===== src/hdl/assert_macros.svh =====
// Assertion macros for the top-level RTL file of the wheel velocity PID controller.
`ifndef ASSERT_MACROS_SVH
`define ASSERT_MACROS_SVH

`ifndef SYNTHESIS

// Check that cons holds in the same cycle as ante.
`define WV_ASSERT_IMPL(label, ck, rn, ante, cons) \
    label: assert property (@(posedge ck) disable iff (!rn) (ante) |-> (cons)) \
        else $error("wvpc assertion failed");

// Check that cons holds in the cycle after ante.
`define WV_ASSERT_NEXT(label, ck, rn, ante, cons) \
    label: assert property (@(posedge ck) disable iff (!rn) (ante) |=> (cons)) \
        else $error("wvpc assertion failed");

`else

`define WV_ASSERT_IMPL(label, ck, rn, ante, cons)
`define WV_ASSERT_NEXT(label, ck, rn, ante, cons)

`endif

`endif


===== src/hdl/wvpc_pkg.sv =====
// Shared types, constants and command codes of the wheel velocity PID controller.
`default_nettype none

package wvpc_pkg;

    // Field widths
    localparam int COUNT_WIDTH = 32;
    localparam int POS_W       = 48;
    localparam int TGT_W       = 64;
    localparam int MAG_W       = 57;
    localparam int TERM_W      = 48;
    localparam int INTEG_W     = 17;
    localparam int LIMIT_W     = 15;
    localparam int GAIN_W      = 32;
    localparam int TV_W        = 32;
    localparam int SD_W        = 24;
    localparam int DUTY_W      = 16;
    localparam int IN_DATA_W   = 88;
    localparam int OUT_DATA_W  = 72;
    localparam int CFG_IDX_W   = 3;
    localparam int CFG_DATA_W  = 32;

    // Fixed-point shifts of the gain products
    localparam int SHIFT_TGT  = 16;
    localparam int SHIFT_DUTY = 17;

    // Saturation bound of every gain product
    localparam logic [TERM_W-2:0] TERM_LIMIT = '1;

    // Stop threshold on target velocity, raw Q16.16
    localparam logic signed [TV_W-1:0] IDLE_VEL_RAW = 32'sd6;

    // Input opcodes
    localparam logic OPC_SENSOR = 1'b0;
    localparam logic OPC_TICK   = 1'b1;

    // Configuration register indexes
    localparam logic [CFG_IDX_W-1:0] REG_PROP_GAIN   = 3'd0;
    localparam logic [CFG_IDX_W-1:0] REG_INTEG_GAIN  = 3'd1;
    localparam logic [CFG_IDX_W-1:0] REG_DERIV_GAIN  = 3'd2;
    localparam logic [CFG_IDX_W-1:0] REG_VEL_PER_STEP = 3'd3;
    localparam logic [CFG_IDX_W-1:0] REG_STEPS_PER_VEL = 3'd4;
    localparam logic [CFG_IDX_W-1:0] REG_INTEG_CLAMP = 3'd5;
    localparam logic [CFG_IDX_W-1:0] REG_DUTY_LIMIT  = 3'd6;
    localparam logic [CFG_IDX_W-1:0] REG_ANTIWINDUP  = 3'd7;

    // Gain product selectors
    localparam logic [1:0] TERM_TV = 2'd0;
    localparam logic [1:0] TERM_KP = 2'd1;
    localparam logic [1:0] TERM_KI = 2'd2;
    localparam logic [1:0] TERM_KD = 2'd3;

    // Datapath operations
    localparam int OP_W = 4;
    localparam logic [OP_W-1:0] OP_NONE      = 4'd0;
    localparam logic [OP_W-1:0] OP_CAPTURE   = 4'd1;
    localparam logic [OP_W-1:0] OP_SENSOR    = 4'd2;
    localparam logic [OP_W-1:0] OP_IDLE_TICK = 4'd3;
    localparam logic [OP_W-1:0] OP_TERM_LOAD = 4'd4;
    localparam logic [OP_W-1:0] OP_MUL_LO    = 4'd5;
    localparam logic [OP_W-1:0] OP_MUL_HI    = 4'd6;
    localparam logic [OP_W-1:0] OP_TERM_FIN  = 4'd7;
    localparam logic [OP_W-1:0] OP_TGT_ADD   = 4'd8;
    localparam logic [OP_W-1:0] OP_ERR       = 4'd9;
    localparam logic [OP_W-1:0] OP_TGT_FIX   = 4'd10;
    localparam logic [OP_W-1:0] OP_VEL_MUL   = 4'd11;
    localparam logic [OP_W-1:0] OP_VEL_DIFF  = 4'd12;
    localparam logic [OP_W-1:0] OP_INTEG     = 4'd13;
    localparam logic [OP_W-1:0] OP_SUM       = 4'd14;

    // Controller to datapath command
    typedef struct packed {
        logic [OP_W-1:0] op;
        logic [1:0]      term;
        logic            seed;
        logic            out_load;
    } dp_cmd_t;

    // Datapath to controller status
    typedef struct packed {
        logic tv_small;
    } dp_stat_t;

endpackage

`default_nettype wire


===== src/hdl/wvpc_ctrl.sv =====
// Sequencing state machine of the wheel velocity PID controller.
`default_nettype none

module wvpc_ctrl
    import wvpc_pkg::*;
(
    input  logic     clk,
    input  logic     rst_n,
    input  logic     s_tvalid,
    output logic     s_tready,
    input  logic     opcode,
    output logic     m_tvalid,
    input  logic     m_tready,
    output dp_cmd_t  cmd,
    input  dp_stat_t stat
);

    localparam logic [3:0] ST_IDLE      = 4'd0;
    localparam logic [3:0] ST_SENSOR    = 4'd1;
    localparam logic [3:0] ST_IDLE_TICK = 4'd2;
    localparam logic [3:0] ST_T_LOAD    = 4'd3;
    localparam logic [3:0] ST_T_LO      = 4'd4;
    localparam logic [3:0] ST_T_HI      = 4'd5;
    localparam logic [3:0] ST_T_FIN     = 4'd6;
    localparam logic [3:0] ST_TGT_ADD   = 4'd7;
    localparam logic [3:0] ST_ERR       = 4'd8;
    localparam logic [3:0] ST_TGT_FIX   = 4'd9;
    localparam logic [3:0] ST_VEL_MUL   = 4'd10;
    localparam logic [3:0] ST_VEL_DIFF  = 4'd11;
    localparam logic [3:0] ST_INTEG     = 4'd12;
    localparam logic [3:0] ST_SUM       = 4'd13;
    localparam logic [3:0] ST_EMIT      = 4'd14;

    logic [3:0] state_reg, state_next;
    logic [1:0] term_reg, term_next;
    logic       pending_reg, pending_next;
    logic       idle_reg, idle_next;
    logic       valid_reg, valid_next;
    logic       slot_free;

    assign slot_free = !valid_reg || m_tready;
    assign m_tvalid  = valid_reg;

    // Advance the sequence and issue one datapath operation a cycle, none while ST_EMIT waits
    always_comb
    begin
        state_next   = state_reg;
        term_next    = term_reg;
        pending_next = pending_reg;
        idle_next    = idle_reg;
        s_tready     = 1'b0;
        cmd.op       = OP_NONE;
        cmd.term     = term_reg;
        cmd.seed     = pending_reg;
        cmd.out_load = 1'b0;
        case (state_reg)
            ST_IDLE:
            begin
                s_tready = 1'b1;
                if (s_tvalid)
                begin
                    cmd.op = OP_CAPTURE;
                    if (opcode == OPC_SENSOR)
                    begin
                        state_next = ST_SENSOR;
                    end
                    else if (idle_reg)
                    begin
                        state_next = ST_IDLE_TICK;
                    end
                    else
                    begin
                        term_next  = TERM_TV;
                        state_next = ST_T_LOAD;
                    end
                end
            end
            ST_SENSOR:
            begin
                cmd.op       = OP_SENSOR;
                pending_next = 1'b0;
                state_next   = ST_EMIT;
            end
            ST_IDLE_TICK:
            begin
                cmd.op = OP_IDLE_TICK;
                if (!pending_reg)
                begin
                    idle_next = 1'b0;
                end
                state_next = ST_EMIT;
            end
            ST_T_LOAD:
            begin
                cmd.op     = OP_TERM_LOAD;
                state_next = ST_T_LO;
            end
            ST_T_LO:
            begin
                cmd.op     = OP_MUL_LO;
                state_next = ST_T_HI;
            end
            ST_T_HI:
            begin
                cmd.op     = OP_MUL_HI;
                state_next = ST_T_FIN;
            end
            ST_T_FIN:
            begin
                cmd.op = OP_TERM_FIN;
                case (term_reg)
                    TERM_TV: state_next = ST_TGT_ADD;
                    TERM_KP:
                    begin
                        term_next  = TERM_KI;
                        state_next = ST_T_LOAD;
                    end
                    TERM_KI: state_next = ST_VEL_MUL;
                    default: state_next = ST_INTEG;
                endcase
            end
            ST_TGT_ADD:
            begin
                cmd.op     = OP_TGT_ADD;
                state_next = ST_ERR;
            end
            ST_ERR:
            begin
                cmd.op     = OP_ERR;
                state_next = ST_TGT_FIX;
            end
            ST_TGT_FIX:
            begin
                cmd.op     = OP_TGT_FIX;
                term_next  = TERM_KP;
                state_next = ST_T_LOAD;
            end
            ST_VEL_MUL:
            begin
                cmd.op     = OP_VEL_MUL;
                state_next = ST_VEL_DIFF;
            end
            ST_VEL_DIFF:
            begin
                cmd.op     = OP_VEL_DIFF;
                term_next  = TERM_KD;
                state_next = ST_T_LOAD;
            end
            ST_INTEG:
            begin
                cmd.op     = OP_INTEG;
                state_next = ST_SUM;
            end
            ST_SUM:
            begin
                cmd.op     = OP_SUM;
                idle_next  = stat.tv_small;
                state_next = ST_EMIT;
            end
            ST_EMIT:
            begin
                // Hold the result until the output register is free
                if (slot_free)
                begin
                    cmd.out_load = 1'b1;
                    state_next   = ST_IDLE;
                end
            end
            default: state_next = ST_IDLE;
        endcase
    end

    // Output word valid: set on load, drop once taken
    always_comb
    begin
        valid_next = valid_reg;
        if (cmd.out_load)
        begin
            valid_next = 1'b1;
        end
        else if (m_tready)
        begin
            valid_next = 1'b0;
        end
    end

    always_ff @(posedge clk or negedge rst_n)
    begin
        if (!rst_n)
        begin
            state_reg   <= ST_IDLE;
            term_reg    <= TERM_TV;
            pending_reg <= 1'b1;
            idle_reg    <= 1'b1;
            valid_reg   <= 1'b0;
        end
        else
        begin
            state_reg   <= state_next;
            term_reg    <= term_next;
            pending_reg <= pending_next;
            idle_reg    <= idle_next;
            valid_reg   <= valid_next;
        end
    end

endmodule

`default_nettype wire


===== config.mk =====
export PLATFORM = sky130hd
export DESIGN_NAME = wvpc_ctrl
export DESIGN_NICKNAME = d
export VERILOG_FILES = /design/src/hdl/assert_macros.svh /design/src/hdl/wvpc_pkg.sv /design/src/hdl/wvpc_ctrl.sv
export SDC_FILE = /design/constraint.sdc
export NUM_CORES = 1
export LEC_CHECK = 0
export BUFFER_PORTS_ARGS = -buffer_cell sky130_fd_sc_hd__buf_4
export CAP_MARGIN = 20
export CORE_AREA = 2 2 40 42
export CTS_BUF_LIST = sky130_fd_sc_hd__clkbuf_8
export DETAILED_ROUTE_END_ITERATION = 10
export DIE_AREA = 0 0 42 44
export GPL_ROUTABILITY_DRIVEN = 1
export PLACE_DENSITY = 0.86
export REMOVE_ABC_BUFFERS = 1
export SYNTH_ARGS = -nofsm -noshare
export SYNTH_HDL_FRONTEND = slang
export SYNTH_SLANG_ARGS = --single-unit

===== constraint.sdc =====
create_clock -name clk -period 2.4 [get_ports clk]
set_input_delay 0.24 -clock clk [delete_from_list [all_inputs] [get_ports clk]]
set_output_delay 0.24 -clock clk [all_outputs]
set_load 0.01 [all_outputs]

# [Yosys cells after proc, flatten, opt, wreduce, memory -nomap -nowiden]
# Cells that the tools add are included.
# W data, S select, Z words.
[op_classes] reduce_logical=12 mux=20 n_eq_ne=22
[ops] op="$pmux W4 S14" n=1
[ops] op="$pmux W4 S12" n=1
[ops] op="$eq A4 B4 Y1 const B" n=7
[ops] op="$eq A4 B3 Y1 const B" n=4
[ops] op="$ne A2 B2 Y1 const B" n=6
[ops] op="$pmux W4 S3" n=1
[ops] op="$mux W2" n=5
[ops] op="$eq A4 B2 Y1 const B" n=2
[ops] op="$mux W1" n=8
[ops] op="$mux W4" n=2
[ops] op="$pmux W2 S4" n=1
[ops] op="$reduce_and A5 Y1" n=1
[ops] op="$eq A4 B1 Y1 const B" n=1
[ops] op="$logic_not A4 Y1" n=1
[ops] op="$reduce_and A2 Y1" n=2
[ops] op="$reduce_bool A2 Y1" n=2
[ops] op="$reduce_bool A4 Y1" n=1
[ops] op="$reduce_or A3 Y1" n=1
[ops] op="$eq A2 B1 Y1 const B" n=1
[ops] op="$eq A2 B2 Y1 const B" n=1
[ops] op="$logic_not A2 Y1" n=1
[ops] op="$pmux W1 S2" n=1
[ops] op="$reduce_or A2 Y1" n=1
[ops] op="$logic_not A1 Y1" n=1
[ops] op="$logic_or A1 B1 Y1" n=1
[totals] inputBits=6 output_inout_bits=10 reg_bits=9

# [Logic depth before layout (Yosys ltp)]
[depth] ltp_word=5 ltp_mapped=6

# [Worst setup path before layout]
# OpenSTA, ideal clock, no wires.
[synth_timing] path_kind="register to output" from="register state_reg[0]" to="output port cmd[6] (netlist bit)" path_stages_with_launch=4 setup_slack_ns=1.025 t_arrival_ns=1.135 path_cell_list="dfrtp_1 > buf_4 > or2_2 > a31oi_1"
[synth_lines] element="start: declaration" line="wvpc_ctrl.sv:34" source="logic [3:0] state_reg, state_next;"
[synth_lines] element="start signal: assignment" line="wvpc_ctrl.sv:199" source="state_reg <= state_next;"
[synth_lines] element="end: declaration" line="wvpc_ctrl.sv:14" source="output dp_cmd_t cmd,"

==> reports/metrics.csv <==
metric,value,unit
tritoncts,yes,
worstSkewPairLatency,0.23,ns
diodes,0,
yosysWarningCount,0,
grt_max_degree,20,
r2r-start,state_reg[1],
routed_via_density,5.832,
gp_congestion,0.8732,
chipHeight,44,um
syn_area,743.2,um2
setup_viol,0,
drv_cap,0,
syn_avg_cell_area,8.848,um2
slew_headroom,61.04,%
status,"finished, final reports clean",
synthCells,84,
initial_core_util,52.38,%
post_cts_buffers,0,
critPathKind,reg2out,
clkTransAtPathRegs,0.04,ns
cts-resized-gates,0,
clockRootBuffer,clkbuf_8,
worstSetupEndpointType,output pin,
grt_pass1_wl,2.518,mm
wl,1.508,mm
final_util,61.82,%
grt.busiest_layer,met1,
worst_pin_slew,0.5843,ns
grt_overflow,0,
hold_buffers,1,
vdd_drop_max,871.0,uV
syn2layout_area_growth,18.01,%
dieArea,0.001848,mm2
synth_area_leader_cell,dfrtp_1,
fin_skew,0.001168,ns
numPortBuffers,15,
drc,0,
hold_start,stat,
num_io_pins,16,
dr.pass1.iters,4,
nets,108,
finalMaxSlewViolations,0,
yosys.area.top_type_share,23.57,%
final_hold_viol_count,0,
power.density,1449,mW/mm2
synth_cell_type_count,35,
antenna_found_initial,0,
timing.fmax,543.3,MHz
use_met3,2.917,%
coreArea,0.001419,mm2
hp-class,in2reg,
fin_crit_sh,76.69,%
die_width,42,um
grtUsageMet2,25.62,%
critPathMaxFanout,13,
rsz0062_at_grt,false,
clockBufferDepth,2,
numCtsBuffers,3,
rows,14,
largest_reg_flops,4,
arrival,1.60,ns
crit_required,2.16,ns
power_leakage,0.4256,nW
dp_hpwl,1.093,mm
synth.area.top_cells,"dfrtp_1 (24%), dfstp_2 (7.1%), ha_1 (6.7%), buf_4 (5.1%), nand2b_1 (4.2%)",
ys_seq_area_share,30.64,%
clock-sinks,9,
cp-start-kind,flop,
grtUsageTotal,18.28,%
via_count,659,
synth_seq_cells,9,
final.min_clock_period,1.841,ns
h-tree-depth,1,
first_iter_violations,25,
drtAntennaViolNets,0,
wl_per_cell,13.35,um
drive_gt1_share,28.87,%
critPathLaunch,state_reg[2],
grtUsageMet1,26.03,%
grt_pass1_vias,558,
fin_tns_setup,0,ns
synthesized netlist by cell type (all sizes together):
master	number
nand2	8
nor2	8
buf	7
dfrtp	7
o21ai	7
inv	6
nand2b	5
a21oi	4
ha	4
a21o	3
a31oi	2
dfstp	2
mux2i	2
nand3	2
nor4	2
o311ai	2
a221oi	1
a311o	1
and3	1
and4bb	1
maj3	1
nor2b	1
nor3	1
o211a	1
o22ai	1
o31a	1
o31ai	1
o32a	1
or2	1
logic make-up (layout without fill, tap and decap cells):
kind of cell             Yosys count  count (layout)  share of synthesized area (%)
AND/OR/NAND/NOR                   30              30                          22.22
flip-flops                         9               9                          30.64
adder cells (fa/ha/maj)            5               5                          8.249
AO/OA/AOI/OAI                     25              25                          25.93
multiplexers                       2               2                          2.694
buffers and inverters             13              26                          10.27
layer usage:
layer	vias to the layer above	share of wire, %	wire (um)
li1	327	-	-
met1	300	48	718
met2	28	44	662
met3	4	7.1	107
met4	0	1.3	19
met5	-	0	0
final cells by class:
class                      count  area, um2
timing repair buffer          16      122.6
inverter                       6      22.52
tap                           16      20.02
fill                         131      541.8
multi-input combinational     62      439.2
sequential                     9      227.7
clock buffer                   3      41.29
clock inverter                 1      3.754
report_power, final:
| part | switching (W) | leakage (nW) | internal [W] |
|---|---|---|---|
| clock network | 0.0000603 | 0.0269 | 0.000111 |
| logic | 0.000333 | 0.292 | 0.000359 |
| registers | 0.000187 | 0.107 | 0.000221 |
| total | 0.000580 | 0.426 | 0.000691 |
through the flow:
stage	std cells	power (W)	hold WS [ns]	setup WS, ns	instance area (um2)
final	113	0.001271	0.3259	0.5594	877.1
after global routing	113	0.001375	0.3525	0.4426	877.1
after CTS	113	0.001275	0.3317	0.5591	877.1
after detailed placement	108	0.001093	0.07186	0.8239	822.0
after global placement	108	0.001077	0.07152	0.8761	822.0
after floorplan	77	0.0008465	-0.05559	0.9748	689.4
final timing paths:
| kind | to | slack, ns | cells past startpoint |
|---|---|---|---|
| worst max-delay path | cmd[0] | 0.56 | 5 |
| worst min-delay path | idle_reg | 0.33 | 3 |
| min in group asynchronous | term_reg[0] | 0.37 | 2 |
| worst min register to register | pending_reg | 0.47 | 1 |
| worst max register to register | term_reg[1] | 0.84 | 4 |
| max in group asynchronous | idle_reg | 1.81 | 2 |
layout by cell type (no fill, tap or decap), types with 2 or more instances in the layout:
cell      synthesis  routed
nand2b_1          5       5
a21oi_1           4       4
mux2i_1           2       2
clkbuf_8          0       3
dfrtp_1           7       7
inv_1             5       6
o21ai_0           6       6
ha_1              4       4
nand2_1           8       8
buf_4             5      15
a31oi_1           2       2
a21o_1            3       3
nor2_1            8       8
nand3_1           2       2
dfstp_2           2       2
critical path, cell delays in order, from the launching register on:
cell,delay [ns]
dfrtp_1,0.61
inv_2,0.16
nor2_1,0.16
nand3_1,0.14
nor2b_1,0.16
buf_4,0.13
Note: power is estimated with default switching activity, not from simulation.
